$ cat src/hw/rtl/erast_pkg.sv
`default_nettype none
// ----------------------------------------------------------------------------
// erast_pkg: shared types and constants for the ellipse outline rasterizer
// Field widths, derived datapath widths, opcodes and the command record that
// travels from the front end through the command queue to the step engine.
// ----------------------------------------------------------------------------
package erast_pkg;

  localparam int COORD_BITS  = 16;
  localparam int RADIUS_BITS = 12;
  localparam int CENTER_BITS = 15;
  localparam int COLOR_BITS  = 32;

  localparam int STEPX_BITS = RADIUS_BITS + 1;
  localparam int SQ_BITS    = 2 * RADIUS_BITS;
  localparam int MULB_BITS  = RADIUS_BITS + 2;
  localparam int PROD_BITS  = SQ_BITS + MULB_BITS;
  localparam int ERR_BITS   = 4 * RADIUS_BITS;
  localparam int WIDE_BITS  = COORD_BITS + RADIUS_BITS + 2;

  localparam int Q_DEPTH    = 2;
  localparam int Q_PTR_BITS = (Q_DEPTH > 1) ? $clog2(Q_DEPTH) : 1;
  localparam int Q_CNT_BITS = $clog2(Q_DEPTH + 1);

  localparam logic OP_START = 1'b0;
  localparam logic OP_NEXT  = 1'b1;

  typedef struct packed {
    logic                          start;
    logic signed [CENTER_BITS-1:0] cx;
    logic signed [CENTER_BITS-1:0] cy;
    logic [RADIUS_BITS-1:0]        rad_a;
    logic [RADIUS_BITS-1:0]        rad_b;
    logic [COLOR_BITS-1:0]         color;
  } cmd_t;

  typedef struct packed {
    logic full;
    logic empty;
  } q_stat_t;

endpackage
`default_nettype wire

$ cat src/hw/rtl/ellipse_outline_rasterizer.sv
`default_nettype none
// ----------------------------------------------------------------------------
// ellipse_outline_rasterizer: axis-aligned ellipse outline generator
// Traces one quadrant of an ellipse and returns four mirrored points per step.
// ----------------------------------------------------------------------------
// Input channel (in_valid/in_ready): opcode start loads centre, radii and
// colour and returns nothing; opcode next performs one point step and
// returns one group on the output channel (nothing if no ellipse is active).
// Output channel (out_valid/out_ready): one group of corners per next item,
// last_group set on the final group, after which the block is idle again.
// Path: a next item passes the input register, the command queue and the
// engine's fetch / multiply / accumulate sequence around its single
// multiplier; a start item runs the engine through its set-up states.
// The engine takes no new item until it has finished the one before.
// An input register and a two-entry command queue sit in front of the
// engine, so up to three items are taken while the engine is busy.
// Reset: no ellipse is active; next items are dropped until a start arrives.
// Receiver stall: the engine holds its step until the output register frees,
// the queue fills, and then in_ready falls.
// ----------------------------------------------------------------------------
module ellipse_outline_rasterizer (
  input  wire                                      clk,
  input  wire                                      rst,
  input  wire                                      in_valid,
  output logic                                     in_ready,
  input  wire  [0:0]                               opcode,
  input  wire  signed [erast_pkg::CENTER_BITS-1:0] center_x,
  input  wire  signed [erast_pkg::CENTER_BITS-1:0] center_y,
  input  wire  [erast_pkg::RADIUS_BITS-1:0]        radius_x,
  input  wire  [erast_pkg::RADIUS_BITS-1:0]        radius_y,
  input  wire  [erast_pkg::COLOR_BITS-1:0]         pixel_value,
  output logic                                     out_valid,
  input  wire                                      out_ready,
  output logic signed [erast_pkg::COORD_BITS-1:0]  left_x,
  output logic signed [erast_pkg::COORD_BITS-1:0]  right_x,
  output logic signed [erast_pkg::COORD_BITS-1:0]  top_y,
  output logic signed [erast_pkg::COORD_BITS-1:0]  bottom_y,
  output logic [erast_pkg::COLOR_BITS-1:0]         point_color,
  output logic [0:0]                               last_group
);

  logic               f_valid;
  logic               f_ready;
  erast_pkg::cmd_t    f_cmd;
  logic               q_valid;
  logic               q_ready;
  erast_pkg::cmd_t    q_cmd;
  erast_pkg::q_stat_t q_stat;
  logic               drawing;

  erast_front u_front (
    .clk         (clk),
    .rst         (rst),
    .in_valid    (in_valid),
    .in_ready    (in_ready),
    .opcode      (opcode),
    .center_x    (center_x),
    .center_y    (center_y),
    .radius_x    (radius_x),
    .radius_y    (radius_y),
    .pixel_value (pixel_value),
    .cmd_valid   (f_valid),
    .cmd_ready   (f_ready),
    .cmd         (f_cmd)
  );

  erast_queue u_queue (
    .clk        (clk),
    .rst        (rst),
    .push_valid (f_valid),
    .push_ready (f_ready),
    .push_data  (f_cmd),
    .pop_valid  (q_valid),
    .pop_ready  (q_ready),
    .pop_data   (q_cmd),
    .stat       (q_stat)
  );

  erast_back u_back (
    .clk         (clk),
    .rst         (rst),
    .cmd_valid   (q_valid),
    .cmd_ready   (q_ready),
    .cmd         (q_cmd),
    .out_valid   (out_valid),
    .out_ready   (out_ready),
    .left_x      (left_x),
    .right_x     (right_x),
    .top_y       (top_y),
    .bottom_y    (bottom_y),
    .point_color (point_color),
    .last_group  (last_group),
    .drawing     (drawing)
  );

`ifndef SYNTHESIS
  a_queue_stat: assert property (@(posedge clk) disable iff (rst)
    !(q_stat.full && q_stat.empty))
    else $error("command queue reports full and empty together");

  a_last_ends: assert property (@(posedge clk) disable iff (rst)
    $rose(out_valid) && last_group[0] |-> !drawing)
    else $error("final group issued while ellipse still active");

  a_emit_drawing: assert property (@(posedge clk) disable iff (rst)
    $rose(out_valid) |-> $past(drawing))
    else $error("group issued with no active ellipse");
`endif

endmodule
`default_nettype wire

$ cat src/hw/rtl/erast_front.sv
`default_nettype none
// ----------------------------------------------------------------------------
// erast_front: input stage
// Accepts input items, decodes the opcode and holds one command record for
// the command queue.
// ----------------------------------------------------------------------------
module erast_front (
  input  wire                                        clk,
  input  wire                                        rst,
  input  wire                                        in_valid,
  output logic                                       in_ready,
  input  wire  [0:0]                                 opcode,
  input  wire  signed [erast_pkg::CENTER_BITS-1:0]   center_x,
  input  wire  signed [erast_pkg::CENTER_BITS-1:0]   center_y,
  input  wire  [erast_pkg::RADIUS_BITS-1:0]          radius_x,
  input  wire  [erast_pkg::RADIUS_BITS-1:0]          radius_y,
  input  wire  [erast_pkg::COLOR_BITS-1:0]           pixel_value,
  output logic                                       cmd_valid,
  input  wire                                        cmd_ready,
  output erast_pkg::cmd_t                            cmd
);

  assign in_ready = !cmd_valid || cmd_ready;

  always_ff @(posedge clk) begin
    if (rst) begin
      cmd_valid <= 1'b0;
    end else if (in_ready) begin
      cmd_valid <= in_valid;
    end
  end

  always_ff @(posedge clk) begin
    if (in_valid && in_ready) begin
      cmd.start <= (opcode[0] == erast_pkg::OP_START);
      cmd.cx    <= center_x;
      cmd.cy    <= center_y;
      cmd.rad_a <= radius_x;
      cmd.rad_b <= radius_y;
      cmd.color <= pixel_value;
    end
  end

endmodule
`default_nettype wire

$ cat src/hw/rtl/erast_queue.sv
`default_nettype none
// ----------------------------------------------------------------------------
// erast_queue: command queue
// Short register FIFO between the front end and the step engine so that
// either side can stall without holding up the other.
// ----------------------------------------------------------------------------
module erast_queue (
  input  wire                clk,
  input  wire                rst,
  input  wire                push_valid,
  output logic               push_ready,
  input  erast_pkg::cmd_t    push_data,
  output logic               pop_valid,
  input  wire                pop_ready,
  output erast_pkg::cmd_t    pop_data,
  output erast_pkg::q_stat_t stat
);

  erast_pkg::cmd_t                     entries [erast_pkg::Q_DEPTH];
  logic [erast_pkg::Q_PTR_BITS-1:0]    wr_ptr;
  logic [erast_pkg::Q_PTR_BITS-1:0]    rd_ptr;
  logic [erast_pkg::Q_CNT_BITS-1:0]    count;
  logic                                do_push;
  logic                                do_pop;

  function automatic logic [erast_pkg::Q_PTR_BITS-1:0] bump(
    input logic [erast_pkg::Q_PTR_BITS-1:0] p
  );
    if (p == erast_pkg::Q_PTR_BITS'(erast_pkg::Q_DEPTH - 1)) begin
      return '0;
    end
    return p + erast_pkg::Q_PTR_BITS'(1);
  endfunction

  assign stat.full  = (count == erast_pkg::Q_CNT_BITS'(erast_pkg::Q_DEPTH));
  assign stat.empty = (count == '0);
  assign push_ready = !stat.full;
  assign pop_valid  = !stat.empty;
  assign pop_data   = entries[rd_ptr];
  assign do_push    = push_valid && push_ready;
  assign do_pop     = pop_valid && pop_ready;

  always_ff @(posedge clk) begin
    if (rst) begin
      wr_ptr <= '0;
      rd_ptr <= '0;
      count  <= '0;
    end else begin
      if (do_push) begin
        wr_ptr <= bump(wr_ptr);
      end
      if (do_pop) begin
        rd_ptr <= bump(rd_ptr);
      end
      if (do_push && !do_pop) begin
        count <= count + erast_pkg::Q_CNT_BITS'(1);
      end else if (do_pop && !do_push) begin
        count <= count - erast_pkg::Q_CNT_BITS'(1);
      end
    end
  end

  always_ff @(posedge clk) begin
    if (do_push) begin
      entries[wr_ptr] <= push_data;
    end
  end

endmodule
`default_nettype wire

$ cat src/hw/rtl/erast_back.sv
`default_nettype none
// ----------------------------------------------------------------------------
// erast_back: step engine
// Sequences one shared multiplier through the start set-up (a*a, b*b, b*b*a)
// and through each point step, updates the error term and loads the output
// register with one group of four mirrored points.
// ----------------------------------------------------------------------------
module erast_back (
  input  wire                                     clk,
  input  wire                                     rst,
  input  wire                                     cmd_valid,
  output logic                                    cmd_ready,
  input  erast_pkg::cmd_t                         cmd,
  output logic                                    out_valid,
  input  wire                                     out_ready,
  output logic signed [erast_pkg::COORD_BITS-1:0] left_x,
  output logic signed [erast_pkg::COORD_BITS-1:0] right_x,
  output logic signed [erast_pkg::COORD_BITS-1:0] top_y,
  output logic signed [erast_pkg::COORD_BITS-1:0] bottom_y,
  output logic [erast_pkg::COLOR_BITS-1:0]        point_color,
  output logic [0:0]                              last_group,
  output logic                                    drawing
);

  localparam logic [2:0] ST_IDLE   = 3'd0;
  localparam logic [2:0] ST_SQA    = 3'd1;
  localparam logic [2:0] ST_SQB    = 3'd2;
  localparam logic [2:0] ST_BIAS   = 3'd3;
  localparam logic [2:0] ST_SETERR = 3'd4;
  localparam logic [2:0] ST_MUL    = 3'd5;
  localparam logic [2:0] ST_APPLY  = 3'd6;

  localparam int WB = erast_pkg::WIDE_BITS;
  localparam int CB = erast_pkg::COORD_BITS;

  logic [2:0]                                state;
  logic [erast_pkg::RADIUS_BITS-1:0]         rad_a;
  logic [erast_pkg::SQ_BITS-1:0]             a_sq;
  logic [erast_pkg::SQ_BITS-1:0]             b_sq;
  logic [erast_pkg::STEPX_BITS-1:0]          step_x;
  logic [erast_pkg::RADIUS_BITS-1:0]         step_y;
  logic signed [erast_pkg::ERR_BITS-1:0]     err;
  logic signed [erast_pkg::CENTER_BITS-1:0]  cx;
  logic signed [erast_pkg::CENTER_BITS-1:0]  cy;
  logic [erast_pkg::COLOR_BITS-1:0]          color;
  logic                                      neg;
  logic [erast_pkg::PROD_BITS-1:0]           prod;

  logic [erast_pkg::SQ_BITS-1:0]             mul_a;
  logic [erast_pkg::MULB_BITS-1:0]           mul_b;
  logic [erast_pkg::STEPX_BITS-1:0]          x_new;
  logic [WB-1:0]                             xm1_w;
  logic [WB-1:0]                             cx_w;
  logic [WB-1:0]                             cy_w;
  logic [WB-1:0]                             y_w;
  logic [WB-1:0]                             lx_w;
  logic [WB-1:0]                             rx_w;
  logic [WB-1:0]                             ty_w;
  logic [WB-1:0]                             by_w;
  logic [erast_pkg::ERR_BITS-1:0]            err_next;
  logic                                      last;
  logic                                      apply_fire;

  assign cmd_ready  = (state == ST_IDLE);
  assign apply_fire = (state == ST_APPLY) && (!out_valid || out_ready);

  // shared multiplier operands
  always_comb begin
    unique case (state)
      ST_SQA: begin
        mul_a = erast_pkg::SQ_BITS'(rad_a);
        mul_b = erast_pkg::MULB_BITS'(rad_a);
      end
      ST_SQB: begin
        mul_a = erast_pkg::SQ_BITS'(step_y);
        mul_b = erast_pkg::MULB_BITS'(step_y);
      end
      ST_BIAS: begin
        mul_a = prod[erast_pkg::SQ_BITS-1:0];
        mul_b = erast_pkg::MULB_BITS'(rad_a);
      end
      ST_MUL: begin
        if (neg) begin
          mul_a = b_sq;
          mul_b = {step_x, 1'b1};
        end else begin
          mul_a = a_sq;
          mul_b = {1'b0, step_y, 1'b0};
        end
      end
      default: begin
        mul_a = '0;
        mul_b = '0;
      end
    endcase
  end

  // point step: error update and mirrored corners
  always_comb begin
    x_new = neg ? step_x + erast_pkg::STEPX_BITS'(1) : step_x;
    xm1_w = WB'(x_new) - WB'(1);
    cx_w  = WB'(cx);
    cy_w  = WB'(cy);
    y_w   = WB'(step_y);
    lx_w  = cx_w - xm1_w;
    rx_w  = cx_w + xm1_w;
    ty_w  = cy_w - y_w;
    by_w  = cy_w + y_w;
    if (neg) begin
      err_next = err + erast_pkg::ERR_BITS'(prod);
    end else begin
      err_next = err + erast_pkg::ERR_BITS'(a_sq) - erast_pkg::ERR_BITS'(prod);
    end
    last = !neg && (step_y == '0);
  end

  always_ff @(posedge clk) begin
    if (rst) begin
      state     <= ST_IDLE;
      drawing   <= 1'b0;
      out_valid <= 1'b0;
    end else begin
      if (out_valid && out_ready) begin
        out_valid <= 1'b0;
      end
      unique case (state)
        ST_IDLE: begin
          if (cmd_valid) begin
            if (cmd.start) begin
              drawing <= 1'b0;
              state   <= ST_SQA;
            end else if (drawing) begin
              state <= ST_MUL;
            end
          end
        end
        ST_SQA:    state <= ST_SQB;
        ST_SQB:    state <= ST_BIAS;
        ST_BIAS:   state <= ST_SETERR;
        ST_SETERR: begin
          drawing <= 1'b1;
          state   <= ST_IDLE;
        end
        ST_MUL:    state <= ST_APPLY;
        ST_APPLY: begin
          if (apply_fire) begin
            out_valid <= 1'b1;
            if (last) begin
              drawing <= 1'b0;
            end
            state <= ST_IDLE;
          end
        end
        default:   state <= ST_IDLE;
      endcase
    end
  end

  always_ff @(posedge clk) begin
    if (state == ST_IDLE && cmd_valid) begin
      if (cmd.start) begin
        cx     <= cmd.cx;
        cy     <= cmd.cy;
        rad_a  <= cmd.rad_a;
        step_y <= cmd.rad_b;
        step_x <= '0;
        color  <= cmd.color;
      end else begin
        neg <= err[erast_pkg::ERR_BITS-1];
      end
    end
    if (state == ST_SQA || state == ST_SQB || state == ST_BIAS || state == ST_MUL) begin
      prod <= erast_pkg::PROD_BITS'(mul_a) * erast_pkg::PROD_BITS'(mul_b);
    end
    if (state == ST_SQB) begin
      a_sq <= prod[erast_pkg::SQ_BITS-1:0];
    end
    if (state == ST_BIAS) begin
      b_sq <= prod[erast_pkg::SQ_BITS-1:0];
    end
    if (state == ST_SETERR) begin
      err <= -$signed(erast_pkg::ERR_BITS'(prod));
    end
    if (apply_fire) begin
      err    <= err_next;
      step_x <= x_new;
      if (!neg && step_y != '0) begin
        step_y <= step_y - erast_pkg::RADIUS_BITS'(1);
      end
      left_x      <= lx_w[CB-1:0];
      right_x     <= rx_w[CB-1:0];
      top_y       <= ty_w[CB-1:0];
      bottom_y    <= by_w[CB-1:0];
      point_color <= color;
      last_group  <= last;
    end
  end

endmodule
`default_nettype wire
$ cat config.mk
export PLATFORM = sky130hd
export DESIGN_NAME = ellipse_outline_rasterizer
export DESIGN_NICKNAME = d
export VERILOG_FILES = /design/src/hw/rtl/erast_pkg.sv /design/src/hw/rtl/ellipse_outline_rasterizer.sv /design/src/hw/rtl/erast_front.sv /design/src/hw/rtl/erast_queue.sv /design/src/hw/rtl/erast_back.sv
export SDC_FILE = /design/constraint.sdc
export NUM_CORES = 2
export LEC_CHECK = 0
export BUFFER_PORTS_ARGS = -buffer_cell sky130_fd_sc_hd__buf_2
export CAP_MARGIN = 20
export CORE_ASPECT_RATIO = 1.1
export CORE_UTILIZATION = 32
export CTS_CLUSTER_DIAMETER = 30
export DETAILED_ROUTE_END_ITERATION = 16
export SLEW_MARGIN = 20
export SYNTH_ARGS = -nofsm -noshare
export SYNTH_HDL_FRONTEND = slang
export SYNTH_SLANG_ARGS = --single-unit
$ cat constraint.sdc
create_clock -name clk -period 21.6 [get_ports clk]
set_input_delay 2.16 -clock clk [delete_from_list [all_inputs] [get_ports clk]]
set_output_delay 2.16 -clock clk [all_outputs]
set_load 0.01 [all_outputs]
Word level (Yosys, flattened, before mapping)
Memories as Yosys holds them, arrays and structs flattened. A register that Yosys moved wholly into a read port is not among the register bits.
Index checks and enable logic that the tools add are counted.
{"block": "op_classes", "n_eq_ne": 12, "muxes": 44, "bitwise": 2, "order_cmp": 0, "n_reduce_logical": 36, "add_sub_neg": 15, "shifts": 0, "multipliers": 1, "n_div": 0}
{"cell": "$mux W48", "count": 3}
{"cell": "$pmux W24 S4", "count": 1}
{"cell": "$mux W13", "count": 4}
{"cell": "$add A48 B24 Y48", "count": 1}
{"cell": "$add A48 B38 Y48", "count": 1}
{"cell": "$mux W12", "count": 4}
{"cell": "$neg A38 Y48", "count": 1}
{"cell": "$sub A48 B38 Y48", "count": 1}
{"cell": "$pmux W14 S3", "count": 1}
{"cell": "$mul A24 B14 Y38", "count": 1}
{"cell": "$mux W24", "count": 1}
{"cell": "$mux W1", "count": 21}
{"cell": "$pmux W3 S6", "count": 1}
{"cell": "$add A15 B13 Y16", "count": 1}
{"cell": "$add A15 B14 Y16", "count": 1}
{"cell": "$sub A15 B13 Y16", "count": 1}
{"cell": "$sub A15 B14 Y16", "count": 1}
{"cell": "$mux W14", "count": 1}
{"cell": "$sub A13 B1 Y14 const B", "count": 1}
{"cell": "$add A13 B1 Y13 const B", "count": 1}
{"cell": "$logic_not A12 Y1", "count": 1}
{"cell": "$mux W3", "count": 4}
{"cell": "$reduce_bool A12 Y1", "count": 1}
{"cell": "$sub A12 B1 Y12 const B", "count": 1}
{"cell": "24 further kinds", "count": 55}
{"block": "totals", "n_memories": 1, "out_inout_bits": 99, "latch_bits": 0, "ram_bits": 174, "wordCells": 141, "mem_bits_ro": 0, "reg_bits": 428, "in_bits": 91}
{"memory": "u_queue.entries", "words": 2, "width": 87, "rd": 1, "rd_ports_with_merged_regs": 1, "wr": 1, "line_no": "erast_queue.sv:19", "source": "erast_pkg::cmd_t entries [erast_pkg::Q_DEPTH];"}

Longest topological paths before layout
{"block": "depth", "depth_word": 8, "depth_mapped": 31, "depth_no_buf": 28}

Cells and area by module
Synthesis repeated with hierarchy kept, for this count alone.
{"block": "unflattened", "hier_cells": 3685, "hier_area_um2": 41055.6}
{"mod": "erast_back", "area_per_inst_um2": 31874.3, "cells_per_inst": 3294, "instances": 1}
{"mod": "erast_queue", "area_per_inst_um2": 6510.0, "cells_per_inst": 298, "instances": 1}
{"mod": "erast_front", "area_per_inst_um2": 2671.3, "cells_per_inst": 93, "instances": 1}

Worst setup path after synthesis
OpenSTA, ideal clock, no wires.
{"block": "synth_timing", "path_type": "reg-to-reg", "from": "register u_back.state[0]", "to": "register u_back.prod[36] (netlist name) (data pin)", "arrival_ns": 7.503, "path_slack_ns": 13.839, "path_buffers": 3, "path_stages_with_launch": 28, "synth_period_minus_slack_ns": 7.761, "cell_sequence": "dfxtp_1 > buf_1 > nand2b_1 > nor2_1 > clkbuf_1 > a22o_1 > clkbuf_1 > nand2_1 > fa_1 > fa_1 > inv_1 > fa_1 > fa_1 > fa_1 > inv_1 > fa_1 > inv_1 > ha_1 > a21oi_1 > nand3_1 > o211a_1 > a211o_1 > a31o_1 > a31oi_1 > o21bai_1 > a21o_1 > a21oi_2 > xnor2_1"}
{"block": "synth_via", "elab_chain_cells": 4}
{"element": "start, declared", "line_no": "erast_back.sv:36", "source": "logic [2:0] state;"}
{"element": "start signal, assigned", "line_no": "erast_back.sv:119", "source": "state <= ST_IDLE;"}
{"element": "start signal, assigned", "line_no": "erast_back.sv:131", "source": "state <= ST_SQA;"}
{"element": "start signal, assigned", "line_no": "erast_back.sv:133", "source": "state <= ST_MUL;"}
{"element": "$eq A3 B2 Y1 / $eq A3 B1 Y1 (equally long branches)", "line_no": "erast_back.sv:69", "source": "unique case (state)"}
{"element": "$reduce_or A2 Y1 (no source line)"}
{"element": "$pmux W14 S3", "line_no": "erast_back.sv:69"}
{"element": "$mul A24 B14 Y38 *", "line_no": "erast_back.sv:173", "source": "prod <= erast_pkg::PROD_BITS'(mul_a) * erast_pkg::PROD_BITS'(mul_b);"}
{"element": "end signal, assigned", "line_no": "erast_back.sv:173"}
{"element": "end, declared", "line_no": "erast_back.sv:47", "source": "logic [erast_pkg::PROD_BITS-1:0] prod;"}
Every way passes the cells marked *; elsewhere a longest branch is shown, timed or not.
A chain may end at the register's enable or synchronous reset.

Worst setup path in the final report
{"block": "layout_timing", "from": "register u_back.state[2]", "to": "register u_back.prod[37] (netlist name) (data pin)"}
The elaborated chain is that of the path after synthesis.

==> summary.txt <==
Logic synthesis
  – Cell taking the most area after synthesis: edfxtp_1
  – Synth Cell Area: 42000 µm²
  – Distinct cell type count after synthesis: 86
  – Synth warn: 0
  – Sequential area share after synthesis: 42.4%
  – Syn_nets: ~4600
  – Primary FF master, synth: edfxtp_1
  – Ys async rst share: 0%
  – Synth top area share: a little over 40%
  – Mean Syn Cell Area: 10.8 µm²
  – Top cells by area, synth: edfxtp_1 (41%), fa_1 (14%), ha_1 (8.8%), inv_1 (4.8%), xnor2_1 (3.4%)
  – Post-synth EDFFs: ~580
  – Flops & latches, synth: 601
  – Mapped Cells: 3883

Drt
  – Residual DRC: 0
  – Vias per cell: about 5.0
  – Post-DR wirelength/cell: roughly 19 µm
  – Drt total wl: 112000 µm
  – Post-DRT Antenna Nets: 0
  – Initial DRC Count: 2180
  – Vias: about 30000
  – First drt pass iteration count: 6

Flow run
  – Max Cap Violations: 0

Floorplan
  – DIE HEIGHT: 382 µm
  – Die Span X: 347 µm
  – Core area: 130000 µm²
  – Initial core utilization: 32.2%
  – Die area: 133000 µm²
  – Num ports: 190
  – Row Count: ~140

Timing
  – Setup TNS: 0 ns
  – Slew HR: 18.9%
  – Clk_skew: roughly 0.095 ns
  – Fin. max-slew vios: 0
  – Hold Vio Cnt, Final: 0
  – Final Cycle Share: a little over 40%
  – FMAX: 114 MHz
  – Finish-stage setup viols: 0
  – Worst slew pin tran: approximately 1.2 ns
  – Tmin final: between 8 and 9 ns
  – Hold_ws: approximately 0.41 ns
  – RSZ-0062 raised after global routing: no

GRT
  – Initial antenna violation count: 17
  – Largest net degree at the start of global routing: 87
  – Total congestion overflow: 0
  – Overall routing resource usage: about 17%
  – First-pass GRT wire length: 173000 µm
  – Vias in the first global route: 30000

Worst hold path
  – Min-Delay Path Depth: 0
  – HP Class: reg2reg
  – Hold Startpoint: u_back.color[5]$_DFFE_PP_
  – Hold Path Sink: u_back.point_color[5]$_DFFE_PP_

Critical path
  – CP startpoint kind: flip-flop
  – Crit end category: flip-flop
  – CP peak stage delay: around 1.1 ns
  – Reg-to-reg setup timing slack: 12.81 ns
  – Crit-path leading delay family: adder cells
  – Critical Path RT: 22.03 ns
  – CP arrival: 9.22 ns
  – Reg2reg path depth: 27
  – CP max FO: between 40 and 50
  – Reg-to-reg endpoint: u_back.prod[37]$_DFFE_PP_
  – Slowest-stage cell, CP: a221oi_1
  – Worst path most repeated cell: fa_1
  – R2r startpoint: u_back.state[2]$_SDFFE_PP0P_
  – Crit Path Category: reg2reg
  – CP bufs+invs: 6

Finish
  – Final Core Density: roughly 37%
  – Post-route cell area: 48800 µm²
  – Area delta synth->final: 16.1%
  – Fin nets: 4772
  – Layout cells sized above 1: 13.1%

Clock tree
  – Root Driver: clkbuf_16
  – Worst-skew pair later-pin latency: 0.74 ns
  – Number of setup buffers added after CTS: 0
  – Deepest clock path buffer count: 3
  – Cts bufs inserted: about 110
  – Clock sinks: around 600
  – CTS tree: done
  – Clock slew at reported path FFs: 0.06 ns
  – Cts repair resizes: 0
  – Hold buffer count at CTS: 0
  – H-tree depth: 3

Power
  – Power Dens Cells: between 100 and 150 nW/µm²
  – Static Leakage: 20.3 nW
  – Total power: 6.59 mW
  – Maximum vdd drop: between 80 and 90 µV

Place
  – Routability Congestion: 0.971
  – HPWL Detailed: 84200 µm
  – Post-DP Area: 45000 µm²
  – I/O Buffers: between 150 and 200

Status
  – Status: complete, no violations
[where the power goes]
part           internal [mW]  switching [mW]
registers               1.61           0.232
clock network           1.04           0.669
logic                   1.13            1.91
[cell usage after synthesis, types with 18 or more instances]
library cell  number
a21o_1            42
fa_1             290
nand2b_1          30
xnor2_1          164
nor3_1            54
a31oi_1           18
o21a_1            22
ha_1             294
a21oi_1          203
nand4_1           34
clkbuf_1         106
o211ai_1          24
o22ai_1           23
dfxtp_1           23
edfxtp_1         578
a22oi_1           20
nand2_1          364
nor2_1           321
xor2_1            53
buf_1             21
inv_1            539
nor2b_1           29
nand3_1           58
and3_1            23
o21bai_1          29
and2_1            27
o21ai_0          135
mux2i_1           46
a211oi_1          28
mux2_2            78
[cell usage in the layout (no fill, tap or decap), types with 135 or more instances in the layout]
cell / synthesis / layout
edfxtp_1: 578 / 578
fa_1: 290 / 290
o21ai_0: 135 / 135
a21oi_1: 203 / 201
inv_1: 539 / 537
nand2_1: 364 / 364
nor2_1: 321 / 319
xnor2_1: 164 / 164
ha_1: 294 / 294
buf_2: 3 / 190
[state kept, by name, indices dropped and copies added (netlist names), 16 cells and up, named ones only]
name	cells
u_back.prod	38
u_back.color	32
u_back.a_sq	24
u_back.point_color	32
u_back.right_x	16
u_back.b_sq	24
u_back.err	48
u_queue.entries	174
u_front.cmd	87
u_back.bottom_y	16
[cell type report]
type                       instances  area [µm²]
inverter                         540        2030
timing repair buffer             236        1290
clock inverter                    90        1000
clock buffer                     116        2770
multi-input combinational       2610       21700
sequential                       601       17800
tap                             1692        2120
antenna                            5        12.5
fill                           12700       81700
[per-stage QoR]
step | cells | setup slack [ns]
after floorplan | 3883 | 13.84
after global placement | 5676 | 12.98
after detailed placement | 5678 | 12.90
after CTS | 5884 | 12.91
final | 5890 | 12.81
after global routing | 5888 | 12.55
[cells by family (layout without fill, tap and decap cells)]
group,Yosys count,count (layout),synth area share [%]
AOI/OAI and AO/OA,690,690,10.7
xor gates and xnor gates,217,217,4.53
other,0,5,0
muxes,124,124,3.19
adders and majority gates,584,584,22.6
DFF,601,601,42.4
and+or+nand+nor,995,995,10.5
buffers and inverters,672,982,6.03
[how the worst max path moves through the flow]
stage                                 startpoint                   endpoint  slack (ns)  cells past startpoint
floorplan           u_back.state[0]$_SDFFE_PP0P_  u_back.prod[36]$_DFFE_PP_       13.84                     27
global placement    u_back.state[2]$_SDFFE_PP0P_  u_back.prod[37]$_DFFE_PP_       12.98                     27
detailed placement  u_back.state[2]$_SDFFE_PP0P_  u_back.prod[37]$_DFFE_PP_       12.90                     27
CTS                 u_back.state[2]$_SDFFE_PP0P_  u_back.prod[37]$_DFFE_PP_       12.91                     27
global route                u_back.neg$_DFFE_PP_  u_back.prod[36]$_DFFE_PP_       12.55                     25
finish              u_back.state[2]$_SDFFE_PP0P_  u_back.prod[37]$_DFFE_PP_       12.81                     27
[per-layer routing]
metal	up-vias	routed length, µm	global-route usage [%]
met1	14400	46100	20.9
met2	1074	53500	28.1
met5	-	108	0
met3	279	7900	3.31
met4	18	4830	7.35
li1	13800	-	-
Power figures use the tool's default switching activity.
